## config.mk

```make
export PLATFORM = sky130hd
export DESIGN_NAME = uhr_seq_flat
export DESIGN_NICKNAME = d
export VERILOG_FILES = /design/src/rtl/uhr_pkg.sv /design/src/rtl/uhr_ifs.sv /design/src/rtl/uhr_seq.sv /design/src/flat_wrapper.sv
export SDC_FILE = /design/constraint.sdc
export NUM_CORES = 1
export LEC_CHECK = 0
export ABC_AREA = 1
export BUFFER_PORTS_ARGS = -buffer_cell sky130_fd_sc_hd__buf_2
export CAP_MARGIN = 0
export CORE_MARGIN = 3
export CORE_UTILIZATION = 47
export CTS_BUF_LIST = sky130_fd_sc_hd__clkbuf_16
export CTS_CLUSTER_DIAMETER = 100
export DETAILED_ROUTE_END_ITERATION = 10
export PLACE_DENSITY = 0.78
export SETUP_SLACK_MARGIN = 0.1
export SLEW_MARGIN = 0
export SYNTH_ARGS = -nofsm -noshare
export SYNTH_HDL_FRONTEND = slang
export SYNTH_SLANG_ARGS = --single-unit
export TNS_END_PERCENT = 100
```

## constraint.sdc

```tcl
create_clock -name clk -period 4.45 [get_ports clk]
set_input_delay 0 -clock clk [delete_from_list [all_inputs] [get_ports clk]]
set_output_delay 0 -clock clk [all_outputs]
set_load 0.02 [all_outputs]
```

## src/rtl/uhr_pkg.sv

```systemverilog
// Shared constants, types and state encoding for the unit-hydrograph runoff router.
package uhr_pkg;

	localparam int MAX_ORD = 256;
	localparam int ADDR_W = $clog2(MAX_ORD);
	localparam int ADDR_X_W = ADDR_W + 1;
	localparam int CNT_W = $clog2(MAX_ORD + 1);

	localparam int IDX_W = 8;
	localparam int VAL_W = 17;
	localparam int RUN_W = 32;
	localparam int CFGD_W = 9;
	localparam int CFGI_W = 1;

	localparam int SPAN_W = ((CNT_W > CFGD_W) ? CNT_W : CFGD_W) + 1;
	localparam int FRAC_W = 16;
	localparam int ONE_Q16 = 65536;
	localparam int W_W = VAL_W + 1;
	localparam int PROD_W = RUN_W + 1 + W_W;
	localparam int ACC_W = PROD_W + ADDR_W - 1;

	localparam logic REQ_ROUTE = 1'b0;
	localparam logic REQ_LOAD = 1'b1;

	localparam logic [CFGI_W-1:0] CFG_ORD_COUNT = 1'b0;
	localparam logic [CFGI_W-1:0] CFG_STEP_STRIDE = 1'b1;

	typedef enum logic [1:0] {
		ST_IDLE,
		ST_RUN,
		ST_DRAIN,
		ST_DONE
	} uhr_state_t;

	typedef struct packed {
		logic curve_we;
		logic [ADDR_W-1:0] curve_waddr;
		logic [VAL_W-1:0] curve_wdata;
		logic [ADDR_W-1:0] curve_raddr;
		logic hist_push;
		logic [RUN_W-1:0] hist_wdata;
		logic hist_advance;
		logic [ADDR_W-1:0] tap_idx;
	} uhr_store_ctl_t;

	typedef struct packed {
		logic clear;
		logic issue;
		logic live;
		logic hi_full;
		logic finish;
	} uhr_mac_ctl_t;

	typedef struct packed {
		logic busy;
		logic out_full;
	} uhr_mac_sts_t;

endpackage

```

## src/rtl/uhr_ifs.sv

```systemverilog
// Handshake interfaces for the request, result and configuration channels.
interface uhr_req_if;
	logic valid;
	logic ready;
	logic req_type;
	logic [uhr_pkg::IDX_W-1:0] ordinate_index;
	logic [uhr_pkg::VAL_W-1:0] ordinate_value;
	logic [uhr_pkg::RUN_W-1:0] runoff_in;

	modport source(output valid, req_type, ordinate_index, ordinate_value, runoff_in,
		input ready);
	modport sink(input valid, req_type, ordinate_index, ordinate_value, runoff_in,
		output ready);
endinterface


interface uhr_cfg_if;
	logic valid;
	logic ready;
	logic [uhr_pkg::CFGI_W-1:0] index;
	logic [uhr_pkg::CFGD_W-1:0] data;

	modport source(output valid, index, data, input ready);
	modport sink(input valid, index, data, output ready);
endinterface

```

## src/rtl/uhr_seq.sv

```systemverilog
// Sequencer that holds the configuration and steps through the curve taps of one item.
module uhr_seq (
	input logic clk,
	input logic arst_n,
	uhr_req_if.sink req,
	uhr_cfg_if.sink cfg,
	input logic [uhr_pkg::CNT_W-1:0] fill,
	input uhr_pkg::uhr_mac_sts_t mac_sts,
	output uhr_pkg::uhr_store_ctl_t store_ctl,
	output uhr_pkg::uhr_mac_ctl_t mac_ctl
);
	import uhr_pkg::*;

	uhr_state_t state_q;
	uhr_state_t state_d;
	logic [CFGD_W-1:0] ord_count_q;
	logic [CFGD_W-1:0] stride_q;
	logic [CNT_W-1:0] eff_n;
	logic [SPAN_W-1:0] eff_k;
	logic [CNT_W-1:0] j_q;
	logic [SPAN_W-1:0] lo_q;
	logic [SPAN_W-1:0] lo_nxt;
	logic [SPAN_W-1:0] hi;
	logic accept;
	logic route_acc;
	logic load_acc;
	logic last_tap;

	always_comb begin
		if (ord_count_q == '0) begin
			eff_n = CNT_W'(1);
		end else if (SPAN_W'(ord_count_q) > SPAN_W'(MAX_ORD)) begin
			eff_n = CNT_W'(MAX_ORD);
		end else begin
			eff_n = CNT_W'(ord_count_q);
		end
		eff_k = (stride_q == '0) ? SPAN_W'(1) : SPAN_W'(stride_q);
		lo_nxt = lo_q + eff_k;
		hi = (lo_nxt > SPAN_W'(eff_n)) ? SPAN_W'(eff_n) : lo_nxt;
		last_tap = lo_nxt >= SPAN_W'(eff_n);
	end

	assign accept = req.valid & req.ready;
	assign route_acc = accept & (req.req_type == REQ_ROUTE);
	assign load_acc = accept & (req.req_type == REQ_LOAD);
	assign cfg.ready = 1'b1;

	always_comb begin
		state_d = state_q;
		unique case (state_q)
			ST_IDLE: begin
				if (route_acc) begin
					state_d = ST_RUN;
				end
			end
			ST_RUN: begin
				if (last_tap) begin
					state_d = ST_DRAIN;
				end
			end
			ST_DRAIN: begin
				if (!mac_sts.busy) begin
					state_d = ST_DONE;
				end
			end
			ST_DONE: begin
				if (!mac_sts.out_full) begin
					state_d = ST_IDLE;
				end
			end
			default: state_d = ST_IDLE;
		endcase
	end

	always_comb begin
		req.ready = 1'b0;
		mac_ctl.issue = 1'b0;
		mac_ctl.finish = 1'b0;
		unique case (state_q)
			ST_IDLE: req.ready = 1'b1;
			ST_RUN: mac_ctl.issue = 1'b1;
			ST_DRAIN: ;
			ST_DONE: mac_ctl.finish = ~mac_sts.out_full;
			default: ;
		endcase
		mac_ctl.clear = route_acc;
		mac_ctl.live = j_q < fill;
		mac_ctl.hi_full = hi == SPAN_W'(eff_n);

		store_ctl.curve_we = load_acc && (req.ordinate_index != '0)
			&& (32'(req.ordinate_index) < 32'(MAX_ORD));
		store_ctl.curve_waddr = ADDR_W'(req.ordinate_index);
		store_ctl.curve_wdata = req.ordinate_value;
		store_ctl.curve_raddr = ADDR_W'(hi);
		store_ctl.hist_push = route_acc;
		store_ctl.hist_wdata = req.runoff_in;
		store_ctl.hist_advance = mac_ctl.finish;
		store_ctl.tap_idx = ADDR_W'(j_q);
	end

	always_ff @(posedge clk or negedge arst_n) begin
		if (!arst_n) begin
			state_q <= ST_IDLE;
			j_q <= '0;
			lo_q <= '0;
		end else begin
			state_q <= state_d;
			if (route_acc) begin
				j_q <= '0;
				lo_q <= '0;
			end else if (state_q == ST_RUN) begin
				j_q <= j_q + CNT_W'(1);
				lo_q <= lo_nxt;
			end
		end
	end

	always_ff @(posedge clk or negedge arst_n) begin
		if (!arst_n) begin
			ord_count_q <= CFGD_W'(1);
			stride_q <= CFGD_W'(1);
		end else if (cfg.valid && cfg.ready) begin
			unique case (cfg.index)
				CFG_ORD_COUNT: ord_count_q <= cfg.data;
				CFG_STEP_STRIDE: stride_q <= cfg.data;
			endcase
		end
	end

	a_route_starts: assert property (@(posedge clk) disable iff (!arst_n)
		route_acc |=> state_q == ST_RUN)
		else $error("A routed item did not start its tap sweep.");

	a_tap_in_range: assert property (@(posedge clk) disable iff (!arst_n)
		state_q == ST_RUN |-> SPAN_W'(lo_q) < SPAN_W'(eff_n))
		else $error("A tap was issued past the last ordinate.");

	a_finish_empty: assert property (@(posedge clk) disable iff (!arst_n)
		mac_ctl.finish |-> !mac_sts.busy)
		else $error("A result was taken while products were still in flight.");

	a_fill_bound: assert property (@(posedge clk) disable iff (!arst_n)
		32'(fill) <= 32'(MAX_ORD))
		else $error("The history fill count ran past the ring depth.");

endmodule

```

## src/flat_wrapper.sv

```systemverilog
// flat-port wrapper written by rule: the top's interface ports become plain ports
module uhr_seq_flat import uhr_pkg::*;
  (clk, arst_n, fill, mac_sts, store_ctl, mac_ctl, req_valid, req_req_type, req_ordinate_index, req_ordinate_value, req_runoff_in, req_ready, cfg_valid, cfg_index, cfg_data, cfg_ready);
  uhr_req_if req_i ();
  uhr_cfg_if cfg_i ();
  input logic clk;
  input logic arst_n;
  input logic [uhr_pkg::CNT_W-1:0] fill;
  input uhr_pkg::uhr_mac_sts_t mac_sts;
  output uhr_pkg::uhr_store_ctl_t store_ctl;
  output uhr_pkg::uhr_mac_ctl_t mac_ctl;
  input wire logic [$bits(req_i.valid)-1:0] req_valid;
  input wire logic [$bits(req_i.req_type)-1:0] req_req_type;
  input wire logic [$bits(req_i.ordinate_index)-1:0] req_ordinate_index;
  input wire logic [$bits(req_i.ordinate_value)-1:0] req_ordinate_value;
  input wire logic [$bits(req_i.runoff_in)-1:0] req_runoff_in;
  output wire logic [$bits(req_i.ready)-1:0] req_ready;
  input wire logic [$bits(cfg_i.valid)-1:0] cfg_valid;
  input wire logic [$bits(cfg_i.index)-1:0] cfg_index;
  input wire logic [$bits(cfg_i.data)-1:0] cfg_data;
  output wire logic [$bits(cfg_i.ready)-1:0] cfg_ready;
  assign req_i.valid = req_valid;
  assign req_i.req_type = req_req_type;
  assign req_i.ordinate_index = req_ordinate_index;
  assign req_i.ordinate_value = req_ordinate_value;
  assign req_i.runoff_in = req_runoff_in;
  assign req_ready = req_i.ready;
  assign cfg_i.valid = cfg_valid;
  assign cfg_i.index = cfg_index;
  assign cfg_i.data = cfg_data;
  assign cfg_ready = cfg_i.ready;
  uhr_seq u_core (.clk(clk), .arst_n(arst_n), .req(req_i), .cfg(cfg_i), .fill(fill), .mac_sts(mac_sts), .store_ctl(store_ctl), .mac_ctl(mac_ctl));
endmodule
```

==> results.py <==
metrics = {
    "outcome": {
        "outcome": "finished, final reports clean",
    },
    "drt": {
        "drt_iter0_drc": 114,
        "dr_total_vias": 2781,
        "dr.pass1.iters": 4,
        "drc": 0,
        "drt.antenna.violating_nets": 0,
        "routed_wirelength_um": 7235,
        "via_per_inst": 5.131,
        "routedWlPerCell_um": 13.35,
    },
    "worst_setup_path": {
        "critPathArrivalTime_ns": 4.07,
        "crit_path_end_kind": "output pin",
        "crit_family": "simple AND/OR/NAND/NOR gates",
        "slowest_delay_ns": 0.43,
        "cp_max_fo": 29,
        "crit_type": "reg2out",
        "worst_path_most_repeated_cell": "nand2_1",
        "critPathLaunchType": "register",
        "crit_slowest_cell": "fa_1",
        "cp_num_buf_inv": 4,
        "cp.required_ns": 4.45,
        "path_cells": "nor4_2 > a31o_2 > ha_1 > inv_1 > fa_1 > o21ai_2 > xnor2_1 > inv_2 > ha_1 > nand2_1 > o21ai_0 > nor2_1 > o211ai_1 > inv_1 > nand2_1 > nand2_4 > nand3_1 > nand2_1 > nor2_1 > nand2_1 > nor3_2 > buf_2",
    },
    "min_path": {
        "hold_class": "in2out",
    },
    "layout": {
        "drive_above_1_share": 0.1928,
        "utilization": 0.5033,
        "area_delta_synth_final_pct": 2.905,
        "diodes": 0,
        "multiInputGateArea_sq_mm": 0.001578,
        "fillers": 659,
        "stdcell_count": 542,
        "final_cell_mix": "nand2_1 (79), buf_2 (66), inv_1 (65)",
        "nets": 560,
        "final_common_cell": "nand2_1",
        "register_area_sq_um": 978.4,
    },
    "cts": {
        "cts.clk_slew.worst_paths_ns": 0.05,
        "root_buffer": "clkbuf_16",
        "cts.htree.levels": 2,
        "postCtsSetupBuffers": 0,
        "clock_latency_ns": 0.28,
        "cts_buffer_depth": 2,
        "cts_tree": "yes",
        "cts.sinks": 39,
        "cts_made_buffers": 5,
    },
    "power": {
        "p_switching_mw": 1.281,
        "p_sw_frac": 0.5074,
        "ir_drop_mv": 0.3152,
        "power_leakage_nw": 1.920,
        "intPower_mw": 1.244,
        "p_clk_frac": 0.136,
        "combPwrFrac": 0.646,
        "pwr-share-seq": 0.218,
        "powerDensity_mw_per_mm2": 730.3,
    },
    "timing": {
        "setup_viol": 0,
        "slew_violations": 0,
        "hold_viol": 0,
        "worst_pin_slew_ns": 0.8609,
        "fmax_mhz": 245.8,
        "fin_setup_tns_ns": 0,
        "clock_skew_ns": 0.005963,
        "rsz0062_at_grt": "false",
        "post-route-period-util": 0.9141,
        "relSlewSlack": 0.4261,
        "finalCriticalPeriod_ns": 4.068,
    },
    "run": {
        "max_cap_violations": 0,
    },
    "floorplan": {
        "fp-row-count": 30,
        "io_pins": 166,
        "die_w_um": 90.55,
        "chipHeight_um": 90.55,
        "core-area_sq_mm": 0.006869,
        "dieArea_sq_mm": 0.008198,
        "start_util": 0.4891,
    },
    "logic_synthesis": {
        "syn-num-nets": 562,
        "synth-seq-cells": 39,
        "ys_types": 38,
        "synthArstFlopShare": 1.000,
        "syn_area_sq_mm": 0.003359,
        "synth_edf_count": 0,
        "synth_ff_type": "dfrtp_1",
        "synth_seq_area_share": 0.2912,
        "synthCells": 447,
        "yosysWarnings": 0,
        "syn_avg_cell_area_sq_um": 7.516,
    },
    "placement": {
        "hpwl_um": 5707,
        "gp_congestion": 0.9155,
        "dp_cells": 529,
        "io_buffers": 66,
    },
    "global_route": {
        "grt_usage": 0.1800,
        "gr-usage-met2": 0.3119,
        "use_met3": 0.05000,
        "grt_max_degree": 40,
        "grt_pass1_vias": 2701,
        "grt_overflow": 0,
        "antenna_found_initial": 0,
        "busiest_layer": "met2",
        "grt_use_met1": 0.2055,
        "grt_pass1_wl_um": 12140,
    },
}
-- through the flow --
step	hold WS (ns)	setup WS (ns)	total power, mW	instance area [sq um]
floorplan	-0.2956	0.9826	1.873	3359
global placement	0.0001367	0.5781	2.115	3244
detailed placement	0.0001367	0.3917	2.161	3244
CTS	0.0001367	0.2877	2.520	3442
global route	0.00002945	0.04806	2.773	3457
finish	0.000006611	0.3822	2.525	3457
-- sequential cells by signal, indices dropped and copies added, names as in the netlist --
| register | cells |
|---|---|
| u_core.lo_q | 10 |
| u_core.stride_q | 9 |
| u_core.j_q | 9 |
| u_core.ord_count_q | 9 |
| u_core.state_q | 2 |
-- per-layer routing --
layer  up-vias  part of all wire
met2       111              0.48
met4         0             0.030
met5         -                 0
met3        34             0.077
li1       1378                 -
met1      1258              0.41
-- power by group through the flow --
stage	clock network, mW	registers, mW	logic (mW)
finish	0.344	0.550	1.63
global route	0.369	0.565	1.84
CTS	0.351	0.549	1.62
detailed placement	0	0.552	1.61
global placement	0	0.547	1.57
floorplan	0	0.525	1.35
-- path summary, 6_finish.rpt --
kind,to,slack [ns],startpoint,depth (start not counted)
worst max-delay path,mac_ctl[1],0.38,u_core.stride_q[3],22
worst min-delay path,store_ctl[61],0.000007,req_ordinate_value[11],0
worst max register to register,u_core.state_q[0],0.82,u_core.stride_q[3],15
worst min register to register,u_core.lo_q[4],0.51,u_core.lo_q[4],2
max in group asynchronous,u_core.lo_q[7],3.54,arst_n,2
min in group asynchronous,u_core.ord_count_q[7],0.36,arst_n,2
-- cell type report --
class	instances	area share
Tap cell	96	0.03474
Clock inverter	3	0.005791
Timing Repair Buffer	72	0.1122
Inverter	66	0.07166
Sequential cell	39	0.2830
Multi-Input combinational cell	261	0.4564
Clock buffer	5	0.03619
-- timing repair --
action / CTS / global route
setup endpoints to repair: 1 / 4
hold buffers: 5 / 0
resized for setup: 1 / 3
hold endpoints to repair: 42 / 0
-- cell usage after synthesis, types with 3 or more instances --
library cell	number	area, sq um
nand2_1	80	300.3
buf_4	69	518.0
inv_1	65	244.0
o21ai_0	41	205.2
dfrtp_1	37	925.9
ha_1	31	387.9
a21oi_1	20	100.1
nand3_1	19	95.09
nor2_1	15	56.30
clkbuf_1	9	33.78
nand4_1	7	43.79
nor3_1	7	35.03
nor4_1	5	31.28
xor2_1	5	43.79
a22o_1	3	26.28
o21a_1	3	22.52
xnor2_1	3	26.28
-- cells by family after synthesis --
family          synth area share
buf+inv                   0.2443
simple gates              0.1769
compound gates            0.1374
flops                     0.2912
fa+ha+maj                 0.1214
xor+xnor                 0.02756
other cells             0.001116
(Power assumes the default switching activity.)
